[src/bsc_pkg.sv]
`timescale 1ns / 1ps
// ----------------------------------------------------------------------------
// bsc_pkg
// Shared types, widths and the control program of the balance/speed
// cascade controller.
// ----------------------------------------------------------------------------
package bsc_pkg;

    localparam int STEP_W     = 5;
    localparam int CFG_IDX_W  = 4;
    localparam int CFG_DATA_W = 20;

    localparam logic [STEP_W-1:0] STEP_SKIP = STEP_W'(16);

    typedef enum logic [CFG_IDX_W-1:0] {
        CFG_ANGLE_OFFSET   = 4'd0,
        CFG_BALANCE_KP     = 4'd1,
        CFG_BALANCE_KD     = 4'd2,
        CFG_SPEED_KP       = 4'd3,
        CFG_SPEED_KI       = 4'd4,
        CFG_SMOOTHING      = 4'd5,
        CFG_INTEGRAL_LIMIT = 4'd6,
        CFG_MOVEMENT       = 4'd7
    } cfg_idx_t;

    // multiplier operand pairs
    typedef enum logic [2:0] {
        M_NONE,
        M_ANG,
        M_RATE,
        M_FS,
        M_SUM,
        M_FSK,
        M_ILO,
        M_IHI
    } mul_sel_t;

    // accumulator and state operations
    typedef enum logic [3:0] {
        A_NONE,
        A_LD0,
        A_LD8,
        A_LD15,
        A_ADD0,
        A_ADD18,
        A_BAL,
        A_RND,
        A_FILT,
        A_INT1,
        A_INT2,
        A_CLAMP,
        A_VEL,
        A_DRV
    } acc_op_t;

    typedef enum logic {
        J_NONE,
        J_PHASE0
    } jmp_t;

    typedef struct packed {
        mul_sel_t          msel;
        acc_op_t           aop;
        jmp_t              jmp;
        logic              last;
        logic [STEP_W-1:0] target;
    } uword_t;

    typedef struct packed {
        mul_sel_t msel;
        acc_op_t  aop;
    } dp_cmd_t;

    function automatic uword_t prog_word(input logic [STEP_W-1:0] step);
        uword_t w;
        begin
            w = '{msel: M_NONE, aop: A_NONE, jmp: J_NONE, last: 1'b0, target: '0};
            case (step)
                5'd0:
                begin
                    w.msel   = M_ANG;
                    w.jmp    = J_PHASE0;
                    w.target = STEP_SKIP;
                end
                5'd1:
                begin
                    w.msel = M_RATE;
                    w.aop  = A_LD0;
                end
                5'd2:
                begin
                    w.msel = M_SUM;
                    w.aop  = A_ADD0;
                end
                5'd3:  w.aop = A_BAL;
                5'd4:
                begin
                    w.msel = M_FS;
                    w.aop  = A_LD15;
                end
                5'd5:  w.aop = A_ADD0;
                5'd6:  w.aop = A_RND;
                5'd7:  w.aop = A_FILT;
                5'd8:
                begin
                    w.msel = M_FSK;
                    w.aop  = A_INT1;
                end
                5'd9:  w.aop = A_INT2;
                5'd10: w.aop = A_CLAMP;
                5'd11:
                begin
                    w.msel = M_ILO;
                    w.aop  = A_LD8;
                end
                5'd12:
                begin
                    w.msel = M_IHI;
                    w.aop  = A_ADD0;
                end
                5'd13: w.aop = A_ADD18;
                5'd14: w.aop = A_VEL;
                5'd15:
                begin
                    w.aop  = A_DRV;
                    w.last = 1'b1;
                end
                5'd16: w.last = 1'b1;
                default: w.last = 1'b1;
            endcase
            return w;
        end
    endfunction

endpackage

[src/balance_speed_cascade_controller.sv]
`timescale 1ns / 1ps
// ----------------------------------------------------------------------------
// balance_speed_cascade_controller
// PD balance loop minus PI wheel-speed loop, run every second sensor tick by
// a microcoded sequencer over one shared 32x17 multiplier.
// ----------------------------------------------------------------------------
// computing tick: the result is produced by the 16-step program on the shared
//   multiplier and accumulator
// skipped tick: no result, step 0 jumps to the final step; one tick in flight at a time
// a pending result holds the last step until it is taken
// reset: asynchronous, clears phase, filter and integral, loads register defaults
module balance_speed_cascade_controller (
    input  logic                           clk,
    input  logic                           rst_n,
    input  logic                           cfg_we,
    input  logic [bsc_pkg::CFG_IDX_W-1:0]  cfg_index,
    input  logic [bsc_pkg::CFG_DATA_W-1:0] cfg_data,
    input  logic                           in_valid,
    output logic                           in_ready,
    input  logic signed [16:0]             tilt_angle,
    input  logic signed [19:0]             tilt_rate,
    input  logic signed [15:0]             left_count,
    input  logic signed [15:0]             right_count,
    output logic                           out_valid,
    input  logic                           out_ready,
    output logic signed [23:0]             motor_drive
);
    import bsc_pkg::*;

    logic    busy;
    logic    start;
    logic    out_busy;
    dp_cmd_t cmd;

    assign in_ready = !busy;
    assign start    = in_valid && in_ready;

    bsc_sequencer u_seq (
        .clk      (clk),
        .rst_n    (rst_n),
        .start    (start),
        .out_busy (out_busy),
        .busy     (busy),
        .cmd      (cmd)
    );

    bsc_datapath u_dp (
        .clk         (clk),
        .rst_n       (rst_n),
        .cfg_we      (cfg_we),
        .cfg_index   (cfg_index),
        .cfg_data    (cfg_data),
        .load        (start),
        .tilt_angle  (tilt_angle),
        .tilt_rate   (tilt_rate),
        .left_count  (left_count),
        .right_count (right_count),
        .cmd         (cmd),
        .out_ready   (out_ready),
        .out_valid   (out_valid),
        .motor_drive (motor_drive),
        .out_busy    (out_busy)
    );

endmodule

[src/bsc_sequencer.sv]
`timescale 1ns / 1ps
// ----------------------------------------------------------------------------
// bsc_sequencer
// Step counter over the control program, tick phase and conditional jump.
// ----------------------------------------------------------------------------
module bsc_sequencer (
    input  logic             clk,
    input  logic             rst_n,
    input  logic             start,
    input  logic             out_busy,
    output logic             busy,
    output bsc_pkg::dp_cmd_t cmd
);
    import bsc_pkg::*;

    logic              busy_reg, busy_next;
    logic              phase_reg, phase_next;
    logic [STEP_W-1:0] step_reg, step_next;
    uword_t            uw;
    logic              hold;

    assign uw   = prog_word(step_reg);
    assign hold = busy_reg && (uw.aop == A_DRV) && out_busy;
    assign busy = busy_reg;

    always_comb
    begin
        busy_next  = busy_reg;
        phase_next = phase_reg;
        step_next  = step_reg;
        if (start)
        begin
            busy_next = 1'b1;
            step_next = '0;
        end
        else if (busy_reg && !hold)
        begin
            if (uw.last)
            begin
                busy_next  = 1'b0;
                phase_next = ~phase_reg;
            end
            else if ((uw.jmp == J_PHASE0) && !phase_reg)
            begin
                step_next = uw.target;
            end
            else
            begin
                step_next = step_reg + STEP_W'(1);
            end
        end
    end

    always_comb
    begin
        if (busy_reg && !hold)
        begin
            cmd = '{msel: uw.msel, aop: uw.aop};
        end
        else
        begin
            cmd = '{msel: M_NONE, aop: A_NONE};
        end
    end

    always_ff @(posedge clk or negedge rst_n)
    begin
        if (!rst_n)
        begin
            busy_reg  <= 1'b0;
            phase_reg <= 1'b0;
            step_reg  <= '0;
        end
        else
        begin
            busy_reg  <= busy_next;
            phase_reg <= phase_next;
            step_reg  <= step_next;
        end
    end

endmodule

[src/bsc_datapath.sv]
`timescale 1ns / 1ps
// ----------------------------------------------------------------------------
// bsc_datapath
// Configuration registers, shared multiplier, accumulator, loop state and
// output register.
// ----------------------------------------------------------------------------
module bsc_datapath (
    input  logic                           clk,
    input  logic                           rst_n,
    input  logic                           cfg_we,
    input  logic [bsc_pkg::CFG_IDX_W-1:0]  cfg_index,
    input  logic [bsc_pkg::CFG_DATA_W-1:0] cfg_data,
    input  logic                           load,
    input  logic signed [16:0]             tilt_angle,
    input  logic signed [19:0]             tilt_rate,
    input  logic signed [15:0]             left_count,
    input  logic signed [15:0]             right_count,
    input  bsc_pkg::dp_cmd_t               cmd,
    input  logic                           out_ready,
    output logic                           out_valid,
    output logic signed [23:0]             motor_drive,
    output logic                           out_busy
);
    import bsc_pkg::*;

    logic signed [16:0] angle_offset_reg;
    logic [11:0]        bkp_reg, bkd_reg, skp_reg;
    logic [15:0]        ski_reg, smooth_reg;
    logic [19:0]        ilim_reg;
    logic signed [14:0] move_reg;

    logic signed [17:0] diff_reg;
    logic signed [19:0] rate_reg;
    logic signed [16:0] csum_reg;

    logic signed [16:0] weight;
    logic signed [31:0] mul_a;
    logic signed [16:0] mul_b;
    logic signed [48:0] prod;
    logic signed [48:0] p_reg;
    logic signed [55:0] p_ext;

    logic signed [55:0] acc_reg, acc_next;
    logic signed [26:0] bal_reg, bal_next;
    logic signed [31:0] fs_reg, fs_next;
    logic signed [36:0] integ_reg, integ_next;
    logic               out_valid_reg, out_valid_next;
    logic signed [23:0] out_data_reg, out_data_next;

    logic signed [55:0] bal_t;
    logic signed [55:0] vel_t;
    logic signed [40:0] filt_sh;
    logic signed [55:0] lim_pos;
    logic signed [55:0] lim_neg;
    logic signed [35:0] drv;

    assign weight = 17'sd32768 - $signed({1'b0, smooth_reg});

    always_comb
    begin
        mul_a = '0;
        mul_b = '0;
        case (cmd.msel)
            M_ANG:
            begin
                mul_a = 32'(diff_reg);
                mul_b = $signed({5'b0, bkp_reg});
            end
            M_RATE:
            begin
                mul_a = 32'(rate_reg);
                mul_b = $signed({5'b0, bkd_reg});
            end
            M_FS:
            begin
                mul_a = fs_reg;
                mul_b = $signed({1'b0, smooth_reg});
            end
            M_SUM:
            begin
                mul_a = 32'(csum_reg);
                mul_b = weight;
            end
            M_FSK:
            begin
                mul_a = fs_reg;
                mul_b = $signed({5'b0, skp_reg});
            end
            M_ILO:
            begin
                mul_a = $signed({14'b0, integ_reg[17:0]});
                mul_b = $signed({1'b0, ski_reg});
            end
            M_IHI:
            begin
                mul_a = 32'($signed(integ_reg[36:18]));
                mul_b = $signed({1'b0, ski_reg});
            end
            default:
            begin
                mul_a = '0;
                mul_b = '0;
            end
        endcase
    end

    assign prod  = mul_a * mul_b;
    assign p_ext = 56'(p_reg);

    assign bal_t   = acc_reg + (acc_reg[55] ? 56'sd255 : 56'sd0);
    assign vel_t   = acc_reg + (acc_reg[55] ? 56'sd8388607 : 56'sd0);
    assign filt_sh = $signed(acc_reg[55:15]);
    assign lim_pos = $signed({21'b0, ilim_reg, 15'b0});
    assign lim_neg = -lim_pos;
    assign drv     = 36'(bal_reg) - 36'($signed(acc_reg[34:0]));

    always_comb
    begin
        acc_next       = acc_reg;
        bal_next       = bal_reg;
        fs_next        = fs_reg;
        integ_next     = integ_reg;
        out_data_next  = out_data_reg;
        out_valid_next = out_valid_reg && !out_ready;
        case (cmd.aop)
            A_LD0:   acc_next = p_ext;
            A_LD8:   acc_next = p_ext <<< 8;
            A_LD15:  acc_next = p_ext <<< 15;
            A_ADD0:  acc_next = acc_reg + p_ext;
            A_ADD18: acc_next = acc_reg + (p_ext <<< 18);
            A_BAL:   bal_next = $signed(bal_t[34:8]);
            A_RND:   acc_next = acc_reg + 56'sd16384;
            A_FILT:
            begin
                if ((filt_sh[40:31] == '0) || (filt_sh[40:31] == '1))
                begin
                    fs_next = filt_sh[31:0];
                end
                else if (filt_sh[40])
                begin
                    fs_next = {1'b1, 31'b0};
                end
                else
                begin
                    fs_next = {1'b0, {31{1'b1}}};
                end
            end
            A_INT1:  acc_next = 56'(integ_reg) + 56'(fs_reg);
            A_INT2:  acc_next = acc_reg - (56'(move_reg) <<< 15);
            A_CLAMP:
            begin
                if (acc_reg > lim_pos)
                begin
                    integ_next = lim_pos[36:0];
                end
                else if (acc_reg < lim_neg)
                begin
                    integ_next = lim_neg[36:0];
                end
                else
                begin
                    integ_next = acc_reg[36:0];
                end
            end
            A_VEL:   acc_next = vel_t >>> 23;
            A_DRV:
            begin
                out_valid_next = 1'b1;
                if ((drv[35:23] == '0) || (drv[35:23] == '1))
                begin
                    out_data_next = drv[23:0];
                end
                else if (drv[35])
                begin
                    out_data_next = {1'b1, 23'b0};
                end
                else
                begin
                    out_data_next = {1'b0, {23{1'b1}}};
                end
            end
            default: acc_next = acc_reg;
        endcase
    end

    // configuration and loop state
    always_ff @(posedge clk or negedge rst_n)
    begin
        if (!rst_n)
        begin
            angle_offset_reg <= '0;
            bkp_reg          <= 12'd300;
            bkd_reg          <= 12'd1;
            skp_reg          <= 12'd80;
            ski_reg          <= 16'd102;
            smooth_reg       <= 16'd29491;
            ilim_reg         <= 20'd10000;
            move_reg         <= '0;
            fs_reg           <= '0;
            integ_reg        <= '0;
            out_valid_reg    <= 1'b0;
        end
        else
        begin
            if (cfg_we)
            begin
                case (cfg_idx_t'(cfg_index))
                    CFG_ANGLE_OFFSET:   angle_offset_reg <= $signed(cfg_data[16:0]);
                    CFG_BALANCE_KP:     bkp_reg          <= cfg_data[11:0];
                    CFG_BALANCE_KD:     bkd_reg          <= cfg_data[11:0];
                    CFG_SPEED_KP:       skp_reg          <= cfg_data[11:0];
                    CFG_SPEED_KI:       ski_reg          <= cfg_data[15:0];
                    CFG_SMOOTHING:      smooth_reg       <= cfg_data[15:0];
                    CFG_INTEGRAL_LIMIT: ilim_reg         <= cfg_data[19:0];
                    CFG_MOVEMENT:       move_reg         <= $signed(cfg_data[14:0]);
                    default:            move_reg         <= move_reg;
                endcase
            end
            fs_reg        <= fs_next;
            integ_reg     <= integ_next;
            out_valid_reg <= out_valid_next;
        end
    end

    // working registers
    always_ff @(posedge clk)
    begin
        if (load)
        begin
            diff_reg <= 18'(tilt_angle) - 18'(angle_offset_reg);
            rate_reg <= tilt_rate;
            csum_reg <= 17'(right_count) - 17'(left_count);
        end
        if (cmd.msel != M_NONE)
        begin
            p_reg <= prod;
        end
        acc_reg      <= acc_next;
        bal_reg      <= bal_next;
        out_data_reg <= out_data_next;
    end

    assign out_valid   = out_valid_reg;
    assign motor_drive = out_data_reg;
    assign out_busy    = out_valid_reg && !out_ready;

endmodule

[config.mk]
export PLATFORM = sky130hd
export DESIGN_NAME = balance_speed_cascade_controller
export DESIGN_NICKNAME = d
export VERILOG_FILES = /design/src/bsc_pkg.sv /design/src/balance_speed_cascade_controller.sv /design/src/bsc_sequencer.sv /design/src/bsc_datapath.sv
export SDC_FILE = /design/constraint.sdc
export NUM_CORES = 2
export LEC_CHECK = 0
export ABC_AREA = 1
export BUFFER_PORTS_ARGS = -buffer_cell sky130_fd_sc_hd__buf_2
export CORE_MARGIN = 2
export CORE_UTILIZATION = 25
export CTS_BUF_LIST = sky130_fd_sc_hd__clkbuf_4 sky130_fd_sc_hd__clkbuf_8
export DETAILED_ROUTE_END_ITERATION = 10
export PLACE_DENSITY = 0.38
export SLEW_MARGIN = 20
export SYNTH_ARGS = -nofsm -noshare
export SYNTH_HDL_FRONTEND = slang
export SYNTH_SLANG_ARGS = --single-unit
[constraint.sdc]
create_clock -name clk -period 11.8 [get_ports clk]
set_input_delay 0.59 -clock clk [delete_from_list [all_inputs] [get_ports clk]]
set_output_delay 0.59 -clock clk [all_outputs]
set_load 0.01 [all_outputs]
==> flow_summary.ini <==
[sta]
post-route-period-util = 0.842
setup_viol = 0
drv_slew = 0
rsz0062_at_grt = no
skew_ns = 0.0935
min_period_ns = 9.93
worst_pin_slew_ns = 1.15
hold_viol_final = 0
whs_ns = 0.0578
setup-tns-final_ns = 0
timing.fmax_mhz = 101
relSlewSlack = 0.230

[clocking]
cts-root-buf = clkbuf_8
cts_resized = 0
htreeDepth = 3
cts_tree = done
clockBufferDepth = 3
cts_buffers = 84
clk_transition_reported_paths_ns = 0.06
cts_sinks = 408
clkLatencyLatePin_ns = 0.86

[run_status]
status = finished, final reports clean

[synth]
synth-seq-cells = 408
syn_avg_cell_area_sq_um = 6.81
synth_nets = 10092
netlist_area_sq_um = 61400
syn_inst = 9023
yosysWarnings = 0
ys_seq_area_frac = 0.184
ys_types = 60

[setup_path]
end_kind = flip-flop
arrival_ns = 10.45
worstPathMaxFanout = 21
startpoint_type = flip-flop
path_common_cell = inv_1
cp_slowest_cell = fa_1
cpPeakStageDelay_ns = 0.82
required_ns = 12.32
critPathKind = flip-flop to flip-flop

[floorplan]
row_count = 182
start_util = 0.251
die_height_um = 500
ios = 124
die_w_um = 500
core_area_sq_um = 245000
dieArea_sq_um = 250000

[place]
place.gp.congestion = 0.986
numPortBuffers = 123
dp_hpwl_um = 262000

[job]
max_cap_viol_count = 0

[finish]
final_common_cell = nand2_1
nets = 10238
synthToLayoutAreaGrowth_pct = 11.0
largest_reg_flops = 56
most-common-layout-cells = nand2_1 (2431), inv_1 (1595), nor2_1 (1077), nand3_1 (548), fa_1 (528)
drive_above_1_share = 0.0656
fill_cells = 27560

[grt]
grt_pass1_vias = 61388
grt_use_total = 0.249
grt_overflow_total = 0
antenna_found_initial = 17
grt_max_degree = 84
grt_pass1_wl_um = 447000

[drt]
first_pass_iters = 6
ant_nets = 0
vias_per_cell = 4.93
dr.first_iter.drc_count = 5929
drc_errors = 0
wl_per_cell_um = 25.4
drt_wl_total_um = 317000
dr_total_vias = 61433

[min_path]
hp-class = input port to flip-flop
-- layer usage --
layer / up-vias / GRT usage / wire length [um]
li1: 28637 / - / -
met1: 30281 / 0.339 / 143000
met2: 2090 / 0.401 / 142000
met3: 425 / 0.0379 / 20200
met4: 0 / 0.0808 / 11700
met5: - / 0 / 0
-- per-stage QoR --
step	instances	setup WS (ns)	utilization	instance area (sq um)
6_report	12460	1.87	0.278	68200
5_1_grt	12458	1.22	0.278	68200
4_1_cts	12456	1.86	0.278	68100
3_5_place_dp	12277	1.91	0.269	65900
3_3_place_gp	12277	1.87	0.269	65900
2_1_floorplan	9023	3.76	-	61400
-- logic make-up (layout without fill, tap and decap cells) --
logic type,Yosys count,in the layout,synth area share
and+or+nand+nor,4456,4456,0.305
buffers and inverters,1834,2048,0.117
AOI/OAI and AO/OA,1100,1100,0.0956
adders and majority gates,971,971,0.262
DFF,408,408,0.184
xor gates and xnor gates,235,235,0.0335
muxes,19,19,0.00348
other,0,3,0
-- final timing paths --
| path | cells past startpoint | end | slack [ns] | startpoint |
|---|---|---|---|---|
| min in group asynchronous | 2 | u_dp.angle_offset_reg[5]$_DFFE_PN0P_ | 0.34 | rst_n |
| worst min-delay path | 3 | u_seq.busy$_DFFE_PN0P_ | 0.06 | in_valid |
| worst max register to register | 36 | u_dp.p_reg[48]$_DFFE_PP_ | 1.87 | u_seq.step_reg[0]$_DFFE_PN0P_ |
| worst min register to register | 2 | u_dp.angle_offset_reg[2]$_DFFE_PN0P_ | 0.48 | u_dp.angle_offset_reg[2]$_DFFE_PN0P_ |
| worst max-delay path | 36 | u_dp.p_reg[48]$_DFFE_PP_ | 1.87 | u_seq.step_reg[0]$_DFFE_PN0P_ |
| max in group asynchronous | 4 | u_dp.fs_reg[31]$_DFFE_PN0N_ | 9.20 | rst_n |
-- cell type report --
class / count / area, sq um / area share
multi-input combinational: 6781 / 43100 / 0.632
sequential: 408 / 11300 / 0.166
tap: 3220 / 4030 / 0.0591
clock inverter: 32 / 430 / 0.00631
antenna: 3 / 7.51 / 0.000110
inverter: 1650 / 6200 / 0.0909
timing repair buffer: 244 / 1610 / 0.0237
clock buffer: 122 / 1520 / 0.0222
-- worst max-delay path: cells and delay by family (launching register included) --
family,cells,cell delay (ns)
xor+xnor,1,0.15
fa+ha+maj,9,4.59
buf+inv,8,1.03
simple gates,18,3.40
flops,1,0.42
-- repair_timing --
action / 4_1_cts / 5_1_grt
setup endpoints to repair: 0 / 0
buffers inserted: 0 / 0
hold buffers: 25 / 0
endpoints found under the hold margin: 87 / 0
-- synth_stat cells (all sizes together) --
library cell | n | area [sq um]
a211oi | 1 | 7.51
a21boi | 17 | 128
a21o | 21 | 158
a21oi | 448 | 2250
a221oi | 2 | 17.5
a31oi | 29 | 181
and2 | 5 | 31.3
and3 | 10 | 62.6
buf | 106 | 674
clkbuf | 78 | 293
clkinv | 5 | 18.8
dfrtp | 172 | 4300
dfstp | 25 | 657
edfxtp | 211 | 6340
fa | 528 | 10600
ha | 443 | 5540
inv | 1645 | 6180
mux2 | 19 | 214
nand2 | 2463 | 9380
nand3 | 566 | 2910
nand3b | 27 | 203
nand4 | 123 | 818
nor2 | 1105 | 4280
nor3 | 94 | 657
nor4 | 28 | 175
o2111ai | 2 | 17.5
o211ai | 15 | 126
o21a | 9 | 67.6
o21ai | 505 | 2550
o21bai | 42 | 315
o221ai | 1 | 8.76
o22ai | 6 | 37.5
o31ai | 2 | 15.0
or2 | 35 | 219
xnor2 | 76 | 666
xor2 | 159 | 1390
Power is left out: the tool's default activity adds up to more than one toggle a clock period on the data nets, which glitch-free logic cannot reach.
